[config.mk]
export PLATFORM = sky130hd
export DESIGN_NAME = worker_admission_scheduler_flat
export DESIGN_NICKNAME = d
export VERILOG_FILES = /design/src/rtl/was_pkg.sv /design/src/rtl/was_req_if.sv /design/src/rtl/was_rsp_if.sv /design/src/rtl/worker_admission_scheduler.sv /design/src/rtl/was_ctrl.sv /design/src/rtl/was_wfind.sv /design/src/rtl/was_dpath.sv /design/src/flat_wrapper.sv
export SDC_FILE = /design/constraint.sdc
export NUM_CORES = 1
export LEC_CHECK = 0
export ABC_CLOCK_PERIOD_IN_PS = 5150
export BUFFER_PORTS_ARGS = -buffer_cell sky130_fd_sc_hd__buf_2
export CAP_MARGIN = 0
export CORE_ASPECT_RATIO = 0.8
export CORE_UTILIZATION = 60
export DETAILED_ROUTE_END_ITERATION = 10
export PLACE_DENSITY_LB_ADDON = 0.3
export SLEW_MARGIN = 20
export SYNTH_ARGS = -nofsm -noshare
export SYNTH_HDL_FRONTEND = slang
export SYNTH_SLANG_ARGS = --single-unit
[constraint.sdc]
create_clock -name clk -period 5.15 [get_ports clk]
set_input_delay 0 -clock clk [delete_from_list [all_inputs] [get_ports clk]]
set_output_delay 0 -clock clk [all_outputs]
set_load 0.01 [all_outputs]
[src/rtl/was_pkg.sv]
// shared types and codes of the worker admission scheduler
package was_pkg;

	localparam int ACT_W  = 4;
	localparam int TID_W  = 4;
	localparam int STS_W  = 3;
	localparam int TST_W  = 3;
	localparam int CNT_W  = 5;
	localparam int ADDR_W = 3;
	localparam int DATA_W = 32;
	localparam int INIT_W = 5;

	// request actions
	localparam logic [ACT_W-1:0] ACT_ATTACH      = 4'd0;
	localparam logic [ACT_W-1:0] ACT_DETACH      = 4'd1;
	localparam logic [ACT_W-1:0] ACT_YIELD       = 4'd2;
	localparam logic [ACT_W-1:0] ACT_BLOCK_START = 4'd3;
	localparam logic [ACT_W-1:0] ACT_BLOCK_END   = 4'd4;
	localparam logic [ACT_W-1:0] ACT_SET_HIGH    = 4'd5;
	localparam logic [ACT_W-1:0] ACT_SET_NORMAL  = 4'd6;
	localparam logic [ACT_W-1:0] ACT_RAISE       = 4'd7;
	localparam logic [ACT_W-1:0] ACT_LOWER       = 4'd8;

	// result status
	localparam logic [STS_W-1:0] STS_OK           = 3'd0;
	localparam logic [STS_W-1:0] STS_ALREADY_ATT  = 3'd1;
	localparam logic [STS_W-1:0] STS_NOT_ATT      = 3'd2;
	localparam logic [STS_W-1:0] STS_NOT_WORK     = 3'd3;
	localparam logic [STS_W-1:0] STS_ALREADY_HIGH = 3'd4;
	localparam logic [STS_W-1:0] STS_NOT_HIGH     = 3'd5;
	localparam logic [STS_W-1:0] STS_BREACH       = 3'd6;

	// per-slot thread state
	localparam logic [TST_W-1:0] ST_UNATT = 3'd0;
	localparam logic [TST_W-1:0] ST_WORK  = 3'd1;
	localparam logic [TST_W-1:0] ST_WAIT  = 3'd2;
	localparam logic [TST_W-1:0] ST_BLOCK = 3'd3;
	localparam logic [TST_W-1:0] ST_READY = 3'd4;

	// register index, taken from paddr bit 2
	localparam logic REG_IDX_INIT = 1'b0;

	localparam logic [INIT_W-1:0] INIT_RESET = 5'd4;

	typedef struct packed {
		logic load;
		logic exec;
	} was_cmd_t;

endpackage

[src/rtl/was_req_if.sv]
// request channel: action and thread slot
interface was_req_if import was_pkg::*; ();
	logic             valid;
	logic             ready;
	logic [ACT_W-1:0] action;
	logic [TID_W-1:0] thread_id;

	modport source(output valid, action, thread_id, input ready);
	modport sink(input valid, action, thread_id, output ready);
endinterface

[src/rtl/was_rsp_if.sv]
// result channel: status and scheduler snapshot
interface was_rsp_if import was_pkg::*; ();
	logic             valid;
	logic             ready;
	logic [STS_W-1:0] status;
	logic [TST_W-1:0] caller_state;
	logic             woken_valid;
	logic [TID_W-1:0] woken_thread;
	logic             limit_lowered;
	logic [CNT_W-1:0] working_count;
	logic [CNT_W-1:0] max_working;

	modport source(output valid, status, caller_state, woken_valid, woken_thread,
		limit_lowered, working_count, max_working, input ready);
	modport sink(input valid, status, caller_state, woken_valid, woken_thread,
		limit_lowered, working_count, max_working, output ready);
endinterface

[src/rtl/worker_admission_scheduler.sv]
// top level of the worker admission scheduler
//
// usage
// - req carries one request item (action, thread_id); it is taken when
//   valid and ready are both high
// - rsp carries one result item per request; it is taken when valid and
//   ready are both high, and holds its payload while the receiver stalls
// - the register port holds initial_max_working at byte address 0; a
//   write also reloads the live limit, clamped to 1..THREADS
// sequencing
// - a request is latched when taken, executes when the result slot is
//   free and registers its result; the next is taken only after that, so
//   the registered waiting-slot search refreshes from new slot states
// - a stalled result keeps the next request waiting in the execute
//   stage; a new request is taken as soon as that one has executed
// reset
// - arst_n clears every slot to unattached, empties the ready queue and
//   loads the live limit from the register reset value
module worker_admission_scheduler import was_pkg::*; #(
	parameter int THREADS = 16
) (
	input  logic              clk,
	input  logic              arst_n,
	was_req_if.sink           req,
	was_rsp_if.source         rsp,
	input  logic              psel,
	input  logic              penable,
	input  logic              pwrite,
	input  logic [ADDR_W-1:0] paddr,
	input  logic [DATA_W-1:0] pwdata,
	output logic [DATA_W-1:0] prdata,
	output logic              pready
);

	was_cmd_t cmd;

	// register port never waits
	assign pready = 1'b1;

	// sequencer: take an item, execute when the result slot is free
	was_ctrl u_ctrl (
		.clk       (clk),
		.arst_n    (arst_n),
		.req_valid (req.valid),
		.req_ready (req.ready),
		.rsp_valid (rsp.valid),
		.rsp_ready (rsp.ready),
		.cmd       (cmd)
	);

	// slot state, ready queue, depth store and result registers
	was_dpath #(.THREADS(THREADS)) u_dpath (
		.clk           (clk),
		.arst_n        (arst_n),
		.cmd           (cmd),
		.req_action    (req.action),
		.req_thread_id (req.thread_id),
		.psel          (psel),
		.penable       (penable),
		.pwrite        (pwrite),
		.paddr         (paddr),
		.pwdata        (pwdata),
		.prdata        (prdata),
		.status        (rsp.status),
		.caller_state  (rsp.caller_state),
		.woken_valid   (rsp.woken_valid),
		.woken_thread  (rsp.woken_thread),
		.limit_lowered (rsp.limit_lowered),
		.working_count (rsp.working_count),
		.max_working   (rsp.max_working)
	);

endmodule

[src/rtl/was_ctrl.sv]
// request sequencer: accept, execute, result handoff
module was_ctrl import was_pkg::*; (
	input  logic     clk,
	input  logic     arst_n,
	input  logic     req_valid,
	output logic     req_ready,
	output logic     rsp_valid,
	input  logic     rsp_ready,
	output was_cmd_t cmd
);

	localparam logic S_IDLE = 1'b0;
	localparam logic S_EXEC = 1'b1;

	logic state_q;
	logic state_nx;
	logic ovld_q;
	logic out_free;

	assign out_free  = !ovld_q || rsp_ready;
	assign req_ready = (state_q == S_IDLE);
	assign rsp_valid = ovld_q;
	assign cmd.load  = req_ready && req_valid;
	assign cmd.exec  = (state_q == S_EXEC) && out_free;

	always_comb begin
		state_nx = state_q;
		unique case (state_q)
			S_IDLE: begin
				if (cmd.load) state_nx = S_EXEC;
			end
			S_EXEC: begin
				if (cmd.exec) state_nx = S_IDLE;
			end
			default: state_nx = S_IDLE;
		endcase
	end

	always_ff @(posedge clk or negedge arst_n) begin
		if (!arst_n) begin
			state_q <= S_IDLE;
			ovld_q  <= 1'b0;
		end else begin
			state_q <= state_nx;
			if (cmd.exec) ovld_q <= 1'b1;
			else if (rsp_ready) ovld_q <= 1'b0;
		end
	end

`ifndef NO_ASSERTIONS
	a_exec_fills_out: assert property (@(posedge clk) disable iff (!arst_n)
		cmd.exec |=> rsp_valid)
		else $error("result not presented after execute");
	a_load_to_exec: assert property (@(posedge clk) disable iff (!arst_n)
		cmd.load |=> (state_q == S_EXEC) && !req_ready)
		else $error("accepted item not held for execute");
	a_stall_holds_exec: assert property (@(posedge clk) disable iff (!arst_n)
		(state_q == S_EXEC && ovld_q && !rsp_ready) |=> (state_q == S_EXEC))
		else $error("item executed over a waiting result");
`endif

endmodule

[src/rtl/was_wfind.sv]
// lowest-index waiting slot search, registered per group of eight
module was_wfind #(
	parameter int THREADS = 16
) (
	input  logic                       clk,
	input  logic                       arst_n,
	input  logic [THREADS-1:0]         wait_mask,
	output logic                       found,
	output logic [$clog2(THREADS)-1:0] idx
);

	localparam int SW = $clog2(THREADS);
	localparam int NG = (THREADS + 7) / 8;

	logic [NG*8-1:0] mask_pad;
	logic [NG-1:0]   gany_c;
	logic [2:0]      gidx_c [NG];
	logic [NG-1:0]   any_s1;
	logic [2:0]      bidx_s1 [NG];

	assign mask_pad = (NG*8)'(wait_mask);

	always_comb begin
		for (int g = 0; g < NG; g++) begin
			gany_c[g] = |mask_pad[g*8 +: 8];
			gidx_c[g] = 3'd0;
			for (int b = 7; b >= 0; b--) begin
				if (mask_pad[g*8 + b]) gidx_c[g] = 3'(b);
			end
		end
	end

	always_ff @(posedge clk or negedge arst_n) begin
		if (!arst_n) begin
			any_s1 <= '0;
		end else begin
			any_s1 <= gany_c;
		end
	end

	always_ff @(posedge clk) begin
		for (int g = 0; g < NG; g++) bidx_s1[g] <= gidx_c[g];
	end

	always_comb begin
		found = 1'b0;
		idx   = '0;
		for (int g = NG - 1; g >= 0; g--) begin
			if (any_s1[g]) begin
				found = 1'b1;
				idx   = SW'(g * 8 + int'(bidx_s1[g]));
			end
		end
	end

endmodule

[src/rtl/was_dpath.sv]
// scheduler state, ready queue, depth store and request execution
module was_dpath import was_pkg::*; #(
	parameter int THREADS = 16
) (
	input  logic              clk,
	input  logic              arst_n,
	input  was_cmd_t          cmd,
	input  logic [ACT_W-1:0]  req_action,
	input  logic [TID_W-1:0]  req_thread_id,
	input  logic              psel,
	input  logic              penable,
	input  logic              pwrite,
	input  logic [ADDR_W-1:0] paddr,
	input  logic [DATA_W-1:0] pwdata,
	output logic [DATA_W-1:0] prdata,
	output logic [STS_W-1:0]  status,
	output logic [TST_W-1:0]  caller_state,
	output logic              woken_valid,
	output logic [TID_W-1:0]  woken_thread,
	output logic              limit_lowered,
	output logic [CNT_W-1:0]  working_count,
	output logic [CNT_W-1:0]  max_working
);

	localparam int SW = $clog2(THREADS);
	localparam int CW = $clog2(THREADS + 1);
	localparam int XW = SW + TID_W;

	// slot state
	logic [TST_W-1:0]  state_q [THREADS];
	logic [THREADS-1:0] hp_q;
	logic [THREADS-1:0] dep_vld_q;
	logic [THREADS-1:0] wait_mask;
	logic [7:0]         dep_mem [THREADS];
	logic [SW-1:0]      fifo_mem [THREADS];
	logic [SW-1:0]      head_q;
	logic [CW-1:0]      rcnt_q;
	logic [CW-1:0]      lim_q;
	logic [CW-1:0]      wcnt_q;
	logic [INIT_W-1:0]  init_q;

	// item latched at accept
	logic [ACT_W-1:0] act_q;
	logic [SW-1:0]    slot_q;
	logic             in_rng_q;
	logic [7:0]       dep_rd_q;
	logic             dep_rd_vld_q;
	logic [SW-1:0]    fifo_rd_q;

	logic [XW-1:0] tid_wide;
	logic [SW-1:0] slot_l;
	logic          rng_l;

	logic          wf_found;
	logic [SW-1:0] wf_idx;

	logic             cfg_wr;
	logic [TST_W-1:0] st_c;
	logic [TST_W-1:0] nt_c;
	logic             hp_c;
	logic             att_c;
	logic             chk_c;
	logic [STS_W-1:0] err_c;
	logic [7:0]       dep_c;
	logic [STS_W-1:0] sts_c;
	logic             t_wr_c;
	logic             do_act_c;
	logic             hp_wr_c;
	logic             hp_val_c;
	logic             dep_wr_c;
	logic [7:0]       dep_val_c;
	logic             enq_c;
	logic             lim_inc_c;
	logic             lim_dec_c;
	logic             lowered_c;
	logic             fifo_ne;
	logic             wv_c;
	logic             pop_c;
	logic [SW-1:0]    act_slot;
	logic [CW-1:0]    lim_m1;
	logic [CW-1:0]    wcnt_m1;
	logic [1:0]       up_c;
	logic             dn_c;
	logic [CW-1:0]    wcnt_nx;
	logic [CW-1:0]    lim_nx;
	logic [SW+1:0]    tail_sum;
	logic [SW-1:0]    tail_c;
	logic [SW-1:0]    head_nx;

	// result registers
	logic [STS_W-1:0] status_q;
	logic [TST_W-1:0] cs_q;
	logic             wv_q;
	logic [TID_W-1:0] woken_q;
	logic             lowered_q;
	logic [CNT_W-1:0] wcount_q;
	logic [CNT_W-1:0] maxw_q;

	function automatic logic [CW-1:0] clamp_lim(input logic [INIT_W-1:0] v);
		logic [6:0] w;
		w = 7'(v);
		if (w == 7'd0) return CW'(1);
		if (w > 7'(THREADS)) return CW'(THREADS);
		return CW'(w);
	endfunction

	assign tid_wide = {{SW{1'b0}}, req_thread_id};
	assign rng_l    = tid_wide < XW'(THREADS);
	assign slot_l   = tid_wide[SW-1:0];

	assign cfg_wr = psel && penable && pwrite && (paddr[2] == REG_IDX_INIT);
	assign prdata = (paddr[2] == REG_IDX_INIT) ? DATA_W'(init_q) : '0;

	always_comb begin
		for (int i = 0; i < THREADS; i++) wait_mask[i] = (state_q[i] == ST_WAIT);
	end

	was_wfind #(.THREADS(THREADS)) u_wfind (
		.clk       (clk),
		.arst_n    (arst_n),
		.wait_mask (wait_mask),
		.found     (wf_found),
		.idx       (wf_idx)
	);

	assign fifo_ne  = (rcnt_q != '0);
	assign act_slot = fifo_ne ? fifo_rd_q : wf_idx;
	assign lim_m1   = lim_q - CW'(1);
	assign wcnt_m1  = wcnt_q - CW'(1);

	// request execution
	always_comb begin
		st_c      = in_rng_q ? state_q[slot_q] : ST_UNATT;
		hp_c      = in_rng_q && hp_q[slot_q];
		dep_c     = dep_rd_vld_q ? dep_rd_q : 8'd0;
		att_c     = (st_c != ST_UNATT);
		chk_c     = att_c && (st_c == ST_WORK);
		err_c     = att_c ? STS_NOT_WORK : STS_NOT_ATT;
		sts_c     = STS_OK;
		nt_c      = st_c;
		t_wr_c    = 1'b0;
		do_act_c  = 1'b0;
		hp_wr_c   = 1'b0;
		hp_val_c  = 1'b0;
		dep_wr_c  = 1'b0;
		dep_val_c = 8'd0;
		enq_c     = 1'b0;
		lim_inc_c = 1'b0;
		lim_dec_c = 1'b0;
		lowered_c = 1'b0;
		if (!in_rng_q) begin
			sts_c = STS_NOT_ATT;
		end else begin
			unique case (act_q)
				ACT_ATTACH: begin
					if (att_c) begin
						sts_c = STS_ALREADY_ATT;
					end else begin
						t_wr_c = 1'b1;
						nt_c   = (wcnt_q < lim_q) ? ST_WORK : ST_WAIT;
					end
				end
				ACT_DETACH: begin
					if (!chk_c) begin
						sts_c = err_c;
					end else begin
						t_wr_c   = 1'b1;
						nt_c     = ST_UNATT;
						dep_wr_c = 1'b1;
						hp_wr_c  = 1'b1;
						// too many still working: no one is let in
						if (wcnt_m1 >= lim_q) sts_c = STS_BREACH;
						else do_act_c = 1'b1;
					end
				end
				ACT_YIELD: begin
					if (!chk_c) begin
						sts_c = err_c;
					end else if (fifo_ne) begin
						do_act_c = 1'b1;
						t_wr_c   = 1'b1;
						nt_c     = ST_WAIT;
					end
				end
				ACT_BLOCK_START: begin
					if (!att_c) begin
						sts_c = STS_NOT_ATT;
					end else if (hp_c) begin
						sts_c = STS_OK;
					end else if (st_c != ST_WORK && st_c != ST_BLOCK) begin
						sts_c = STS_NOT_WORK;
					end else begin
						dep_wr_c  = 1'b1;
						dep_val_c = (dep_c != 8'hFF) ? dep_c + 8'd1 : dep_c;
						// only the outermost block gives up the slot
						if (dep_val_c == 8'd1) begin
							t_wr_c   = 1'b1;
							nt_c     = ST_BLOCK;
							do_act_c = 1'b1;
						end
					end
				end
				ACT_BLOCK_END: begin
					if (!att_c) begin
						sts_c = STS_NOT_ATT;
					end else if (!hp_c && st_c == ST_BLOCK) begin
						dep_wr_c = 1'b1;
						t_wr_c   = 1'b1;
						if (wcnt_q == lim_q && rcnt_q < CW'(THREADS)) begin
							enq_c = 1'b1;
							nt_c  = ST_READY;
						end else begin
							nt_c = ST_WORK;
						end
					end
				end
				ACT_SET_HIGH, ACT_SET_NORMAL: begin
					if (!chk_c) begin
						sts_c = err_c;
					end else if (act_q == ACT_SET_HIGH) begin
						if (hp_c) begin
							sts_c = STS_ALREADY_HIGH;
						end else begin
							hp_wr_c  = 1'b1;
							hp_val_c = 1'b1;
						end
					end else begin
						if (!hp_c) sts_c = STS_NOT_HIGH;
						else hp_wr_c = 1'b1;
					end
				end
				ACT_RAISE: begin
					if (!chk_c) begin
						sts_c = err_c;
					end else begin
						do_act_c  = 1'b1;
						lim_inc_c = (lim_q < CW'(THREADS));
					end
				end
				ACT_LOWER: begin
					if (!chk_c) begin
						sts_c = err_c;
					end else if (lim_q > CW'(1)) begin
						lim_dec_c = 1'b1;
						lowered_c = 1'b1;
						if (wcnt_q > lim_m1) begin
							t_wr_c = 1'b1;
							nt_c   = ST_WAIT;
						end
					end
				end
				default: sts_c = STS_OK;
			endcase
		end
		wv_c  = do_act_c && (fifo_ne || wf_found);
		pop_c = wv_c && fifo_ne;
		up_c  = {1'b0, wv_c} + {1'b0, (t_wr_c && nt_c == ST_WORK && st_c != ST_WORK)};
		dn_c  = t_wr_c && (st_c == ST_WORK) && (nt_c != ST_WORK);
	end

	assign wcnt_nx  = wcnt_q + CW'(up_c) - CW'(dn_c);
	assign lim_nx   = lim_q + CW'(lim_inc_c) - CW'(lim_dec_c);
	assign tail_sum = (SW+2)'(head_q) + (SW+2)'(rcnt_q);
	assign tail_c   = (tail_sum >= (SW+2)'(THREADS)) ?
		SW'(tail_sum - (SW+2)'(THREADS)) : SW'(tail_sum);
	assign head_nx  = (head_q == SW'(THREADS - 1)) ? '0 : head_q + SW'(1);

	// control state
	always_ff @(posedge clk or negedge arst_n) begin
		if (!arst_n) begin
			for (int i = 0; i < THREADS; i++) state_q[i] <= ST_UNATT;
			hp_q      <= '0;
			dep_vld_q <= '0;
			head_q    <= '0;
			rcnt_q    <= '0;
			wcnt_q    <= '0;
			lim_q     <= clamp_lim(INIT_RESET);
			init_q    <= INIT_RESET;
		end else begin
			if (cfg_wr) begin
				init_q <= pwdata[INIT_W-1:0];
				lim_q  <= clamp_lim(pwdata[INIT_W-1:0]);
			end else if (cmd.exec) begin
				lim_q <= lim_nx;
			end
			if (cmd.exec) begin
				// woken slot is never the caller
				if (wv_c) state_q[act_slot] <= ST_WORK;
				if (t_wr_c) state_q[slot_q] <= nt_c;
				if (hp_wr_c) hp_q[slot_q] <= hp_val_c;
				if (dep_wr_c) dep_vld_q[slot_q] <= 1'b1;
				if (pop_c) head_q <= head_nx;
				if (enq_c) rcnt_q <= rcnt_q + CW'(1);
				else if (pop_c) rcnt_q <= rcnt_q - CW'(1);
				wcnt_q <= wcnt_nx;
			end
		end
	end

	// blocking depth store
	always_ff @(posedge clk) begin
		if (cmd.exec && dep_wr_c) dep_mem[slot_q] <= dep_val_c;
		if (cmd.load && rng_l) dep_rd_q <= dep_mem[slot_l];
	end

	// ready queue store
	always_ff @(posedge clk) begin
		if (cmd.exec && enq_c) fifo_mem[tail_c] <= slot_q;
		if (cmd.load) fifo_rd_q <= fifo_mem[head_q];
	end

	// item and result registers
	always_ff @(posedge clk) begin
		if (cmd.load) begin
			act_q        <= req_action;
			slot_q       <= slot_l;
			in_rng_q     <= rng_l;
			dep_rd_vld_q <= rng_l && dep_vld_q[slot_l];
		end
		if (cmd.exec) begin
			status_q  <= sts_c;
			cs_q      <= nt_c;
			wv_q      <= wv_c;
			woken_q   <= wv_c ? TID_W'(act_slot) : '0;
			lowered_q <= lowered_c;
			wcount_q  <= CNT_W'(wcnt_nx);
			maxw_q    <= CNT_W'(lim_nx);
		end
	end

	assign status        = status_q;
	assign caller_state  = cs_q;
	assign woken_valid   = wv_q;
	assign woken_thread  = woken_q;
	assign limit_lowered = lowered_q;
	assign working_count = wcount_q;
	assign max_working   = maxw_q;

`ifndef NO_ASSERTIONS
	a_count_bound: assert property (@(posedge clk) disable iff (!arst_n)
		cmd.exec |=> (wcnt_q <= CW'(THREADS)) && (rcnt_q <= CW'(THREADS)))
		else $error("working or ready count beyond slot count");
	a_limit_quiet: assert property (@(posedge clk) disable iff (!arst_n)
		(!cmd.exec && !cfg_wr) |=> $stable(lim_q))
		else $error("limit moved without a request or register write");
`endif

endmodule

[src/flat_wrapper.sv]
// flat-port wrapper written by rule: the top's interface ports become plain ports
module worker_admission_scheduler_flat import was_pkg::*;
#(
	parameter int THREADS = 16
)
  (clk, arst_n, psel, penable, pwrite, paddr, pwdata, prdata, pready, req_valid, req_action, req_thread_id, req_ready, rsp_valid, rsp_status, rsp_caller_state, rsp_woken_valid, rsp_woken_thread, rsp_limit_lowered, rsp_working_count, rsp_max_working, rsp_ready);
  was_req_if req_i ();
  was_rsp_if rsp_i ();
  input  logic clk;
  input  logic arst_n;
  input  logic psel;
  input  logic penable;
  input  logic pwrite;
  input  logic [ADDR_W-1:0] paddr;
  input  logic [DATA_W-1:0] pwdata;
  output logic [DATA_W-1:0] prdata;
  output logic pready;
  input wire logic [$bits(req_i.valid)-1:0] req_valid;
  input wire logic [$bits(req_i.action)-1:0] req_action;
  input wire logic [$bits(req_i.thread_id)-1:0] req_thread_id;
  output wire logic [$bits(req_i.ready)-1:0] req_ready;
  output wire logic [$bits(rsp_i.valid)-1:0] rsp_valid;
  output wire logic [$bits(rsp_i.status)-1:0] rsp_status;
  output wire logic [$bits(rsp_i.caller_state)-1:0] rsp_caller_state;
  output wire logic [$bits(rsp_i.woken_valid)-1:0] rsp_woken_valid;
  output wire logic [$bits(rsp_i.woken_thread)-1:0] rsp_woken_thread;
  output wire logic [$bits(rsp_i.limit_lowered)-1:0] rsp_limit_lowered;
  output wire logic [$bits(rsp_i.working_count)-1:0] rsp_working_count;
  output wire logic [$bits(rsp_i.max_working)-1:0] rsp_max_working;
  input wire logic [$bits(rsp_i.ready)-1:0] rsp_ready;
  assign req_i.valid = req_valid;
  assign req_i.action = req_action;
  assign req_i.thread_id = req_thread_id;
  assign req_ready = req_i.ready;
  assign rsp_valid = rsp_i.valid;
  assign rsp_status = rsp_i.status;
  assign rsp_caller_state = rsp_i.caller_state;
  assign rsp_woken_valid = rsp_i.woken_valid;
  assign rsp_woken_thread = rsp_i.woken_thread;
  assign rsp_limit_lowered = rsp_i.limit_lowered;
  assign rsp_working_count = rsp_i.working_count;
  assign rsp_max_working = rsp_i.max_working;
  assign rsp_i.ready = rsp_ready;
  worker_admission_scheduler #(.THREADS(THREADS)) u_core (.clk(clk), .arst_n(arst_n), .req(req_i), .rsp(rsp_i), .psel(psel), .penable(penable), .pwrite(pwrite), .paddr(paddr), .pwdata(pwdata), .prdata(prdata), .pready(pready));
endmodule
==> results.yml <==
drt:
  drt-total-wl_mm: 41.05
  wl_met3_mm: 4.489
  highest_layer: "met4"
  drc: 0
  postRouteAntennaNets: 0
  drt-initial-drc-count: 1180
  first_pass_iters: 6
  drt-met1-wl_mm: 17.20
  vias_per_cell: 6.405
  wire_per_inst_um: 23.30
  via_count: 11286
  met2_wirelength_mm: 18.42
clock_network:
  clock-sinks: 349
  htreeDepth: 2
  cts_max_path_buffers: 3
  clock_latency_ns: 0.52
  cts_made_buffers: 36
  cts_root_buffer: "clkbuf_16"
  path_clk_slew_ns: 0.06
  post_cts_buffers: 0
  cts_tree: "yes"
yosys:
  synthSimpleGateAreaFrac: 0.1152
  syn_inst: 1285
  synth.avg_cell_area_um2: 13.27
  ys_warn_count: 0
  async_flop_share: 0.3095
  synth-seq-cells: 349
  synth-compound-area-share: 0.07968
  synthMuxAreaShare: 0.1395
  yosys.area_share.adder: 0.03815
  yosysSeqAreaShare: 0.5795
  synth_xor_xnor_area_share: 0.01079
  synth_top_family_by_area: "multiplexers"
  synth_edf_count: 235
  syn_area_um2: 17050
  yosysUniqueCellTypes: 84
  ys.flop_type: "edfxtp_1"
global_route:
  overflow: 0
  grt_pass1_vias: 11126
  grt_use_total: 0.2861
  grt_max_degree: 60
  antenna_found_initial: 0
  grt_first_pass_wirelength_mm: 63.29
pwr:
  powerDensity_nw_per_um2: 360.1
  power.static_leakage_nw: 7.713
  ir_drop_uv: 384.5
  pwr-share-seq: 0.472
  p_int_w: 0.005015
  totalPowerFinal_w: 0.006838
  combinationalPowerShare: 0.162
  switching_share: 0.2667
  p_clk_frac: 0.366
  p_sw_w: 0.001824
sta:
  hold_viol_final: 0
  setup-tns-final_ns: 0
  post-route-min-period_ns: 4.892
  holdWs_ns: 0.04575
  finalSetupViolCount: 0
  fin_skew_ns: 0.02098
  finalCritPeriodShare: 0.9499
  worstMarginPinSlew_ns: 1.061
  rsz0062_at_grt: "false"
  drv_slew: 0
  relSlewSlack: 0.2902
  fin_ws_ns: 0.2580
  clock.fmax_mhz: 204.4
floorplanning:
  die_w_um: 190.5
  core_region_area_um2: 27570
  fp.dieH_um: 152.8
  row_count: 54
  io_pins: 107
  die_area_um2: 29110
  initial_utilization: 0.6186
worst_setup_path:
  critPathKind: "flop to flop"
  end_kind: "flop"
  critPathSlowestCell: "a2111oi_0"
  path_cells: "and2_1 -> ha_1 -> and2_0 -> o21ai_0 -> o21bai_1 -> a2111oi_0 -> buf_4 -> nand4_1 -> and3_1 -> nor2_1 -> ha_1 -> inv_1 -> fa_1 -> fa_1 -> a21oi_1 -> nor2_1 -> nor2_1 -> xnor2_1 -> nand2_1 -> nand2_1"
  cp-start-kind: "flop"
  path_max_fanout: 14
  slowest_delay_ns: 0.58
  worstPathArrival_ns: 5.35
  path_common_cell: "nor2_1"
  cp_data_required_time_ns: 5.61
finish:
  synthToLayoutAreaGrowth_pct: 11.36
  stdcell_area_um2: 18990
  antenna_cells: 0
  drive_gt1_frac: 0.1960
  nFillCells: 1900
  nNetsFinal: 1470
placed_design:
  hpwl_mm: 27.69
  placed_cell_area_um2: 17650
  port-buffer-count: 49
  gp_congestion: 0.9047
  pre_cts_ws_ns: 0.2427
min_path:
  hp-class: "primary input to flop"
outcome:
  status: "finished clean"
run:
  maxCapViolations: 0
-- critical path: cells and delay by family, from the launching register on --
family / cells / cell delay (ns)
flip-flops: 1 / 0.56
buffers and inverters: 2 / 0.30
XOR/XNOR: 1 / 0.16
AND/OR/NAND/NOR: 9 / 1.38
adder cells (fa/ha/maj): 4 / 1.34
AO/OA/AOI/OAI: 4 / 1.11
-- placed cells by master, fill, tap and decap left out, types with 7 or more instances in the layout --
master | netlist | final
a21oi_1 | 33 | 33
mux2i_1 | 67 | 67
a31oi_1 | 22 | 22
nor3_1 | 14 | 13
and2_1 | 11 | 11
mux4_2 | 61 | 61
a211oi_1 | 9 | 9
nor2b_1 | 18 | 16
mux2_2 | 25 | 25
buf_4 | 30 | 39
xnor2_1 | 15 | 15
nand3_2 | 11 | 11
nor2_4 | 10 | 10
or2_1 | 10 | 10
nand2b_1 | 7 | 7
and3_1 | 13 | 13
dlygate4sd3_1 | 0 | 20
conb_1 | 2 | 28
ha_1 | 44 | 44
nor3b_1 | 12 | 12
nand3_1 | 18 | 18
clkbuf_16 | 0 | 38
buf_2 | 15 | 48
inv_1 | 36 | 36
nand2_1 | 121 | 121
nor2_1 | 90 | 88
edfxtp_1 | 235 | 235
nand4_1 | 8 | 8
dfrtp_1 | 106 | 106
or2_2 | 9 | 9
o21ai_0 | 70 | 70
clkbuf_1 | 27 | 12
-- path summary, 6_finish.rpt --
kind | startpoint | endpoint | cells past startpoint | slack (ns)
min in group asynchronous | arst_n | u_core.u_dpath.rcnt_q[4] | 2 | 0.06
setup / recovery | u_core.u_dpath.dep_rd_vld_q | u_core.u_dpath.wcnt_q[4] | 20 | 0.26
max in group asynchronous | arst_n | u_core.u_dpath.state_q[31] | 3 | 3.80
hold reg to reg | u_core.u_dpath.dep_vld_q[7] | u_core.u_dpath.dep_vld_q[7] | 1 | 0.46
setup reg to reg | u_core.u_dpath.dep_rd_vld_q | u_core.u_dpath.wcnt_q[4] | 20 | 0.26
hold / removal | psel | u_core.u_dpath.lim_q[0] | 5 | 0.05
-- repair_timing --
| item | in CTS | in global routing |
|---|---|---|
| hold endpoints to repair | 67 | 0 |
| hold buffers | 20 | 0 |
| gates resized for setup | 0 | 1 |
| endpoints found under the setup margin | 0 | 2 |
-- kinds of logic after synthesis --
family,count (synthesis)
flip-flops,349
other,2
AND/OR/NAND/NOR,381
multiplexers,155
XOR/XNOR,21
buffers and inverters,122
adder cells (fa/ha/maj),49
AO/OA/AOI/OAI,206
-- registers in the layout, summed over array words and instances (netlist names), 5 cells and up --
name / flops
u_core.u_dpath.dep_mem: 128
u_core.u_dpath.dep_rd_q: 8
u_core.u_dpath.dep_vld_q: 16
u_core.u_dpath.fifo_mem: 64
u_core.u_dpath.hp_q: 16
u_core.u_dpath.init_q: 5
u_core.u_dpath.lim_q: 5
u_core.u_dpath.max_working: 5
u_core.u_dpath.rcnt_q: 5
u_core.u_dpath.state_q: 48
u_core.u_dpath.u_wfind.bidx_s1: 6
u_core.u_dpath.wcnt_q: 5
u_core.u_dpath.working_count: 5
-- per-stage QoR --
step	util	cells
6_report	0.6890	1762
5_1_grt	0.6890	1762
4_1_cts	0.6885	1762
3_5_place_dp	0.6404	1677
3_3_place_gp	0.6404	1677
2_1_floorplan	-	1311
-- final cells by class --
type | instances | area, µm² | area share
Clock buffer | 52 | 1023 | 0.05389
Clock inverter | 13 | 102.6 | 0.005402
Inverter | 37 | 138.9 | 0.007313
Multi-Input combinational cell | 840 | 6656 | 0.3505
Sequential cell | 349 | 9882 | 0.5203
Tap cell | 364 | 455.4 | 0.02398
Timing Repair Buffer | 107 | 733.2 | 0.03861
-- Yosys cell counts, drive strengths merged (6+ instances only) --
cell      n  area (µm²)
ha       44       550.5
nor3     15       80.08
nor2    103       469.2
mux2i    67       670.6
clkbuf   27       101.4
xnor2    15       131.4
o21ai    77       389.1
mux4     63        1426
a221oi    7       85.08
a22oi     6       45.04
a211oi   10       80.07
dfrtp   106        2653
nand2   122       460.5
nand3    29       200.2
buf      58       387.9
a21oi    33       165.2
o21bai    6       45.04
nor2b    18       112.6
inv      37       138.9
mux2     25       281.5
or2      19       118.9
xor2      6       52.55
edfxtp  235        7057
nand2b    7       43.79
and3     13       81.33
and4      6       52.55
nor3b    12       90.09
nand4     8       50.05
and2     12       75.08
a21o      7       53.80
a31oi    23       158.9
dfxtp     6       120.1
o22ai     7       50.05
-- routing by layer --
layer | GRT usage | vias to the layer above
met5 | 0 | -
met4 | 0.08229 | 0
met3 | 0.07047 | 77
met2 | 0.4220 | 671
met1 | 0.4240 | 5612
li1 | - | 4926
-- power groups by stage --
stage	logic (W)	registers, W	clock network, W
2_1_floorplan	0.000760	0.00327	0
3_3_place_gp	0.00103	0.00328	0
3_5_place_dp	0.00107	0.00328	0
4_1_cts	0.00110	0.00322	0.00253
5_1_grt	0.00124	0.00324	0.00262
6_report	0.00111	0.00322	0.00250
No activity file was read; power rests on OpenSTA's default activity.
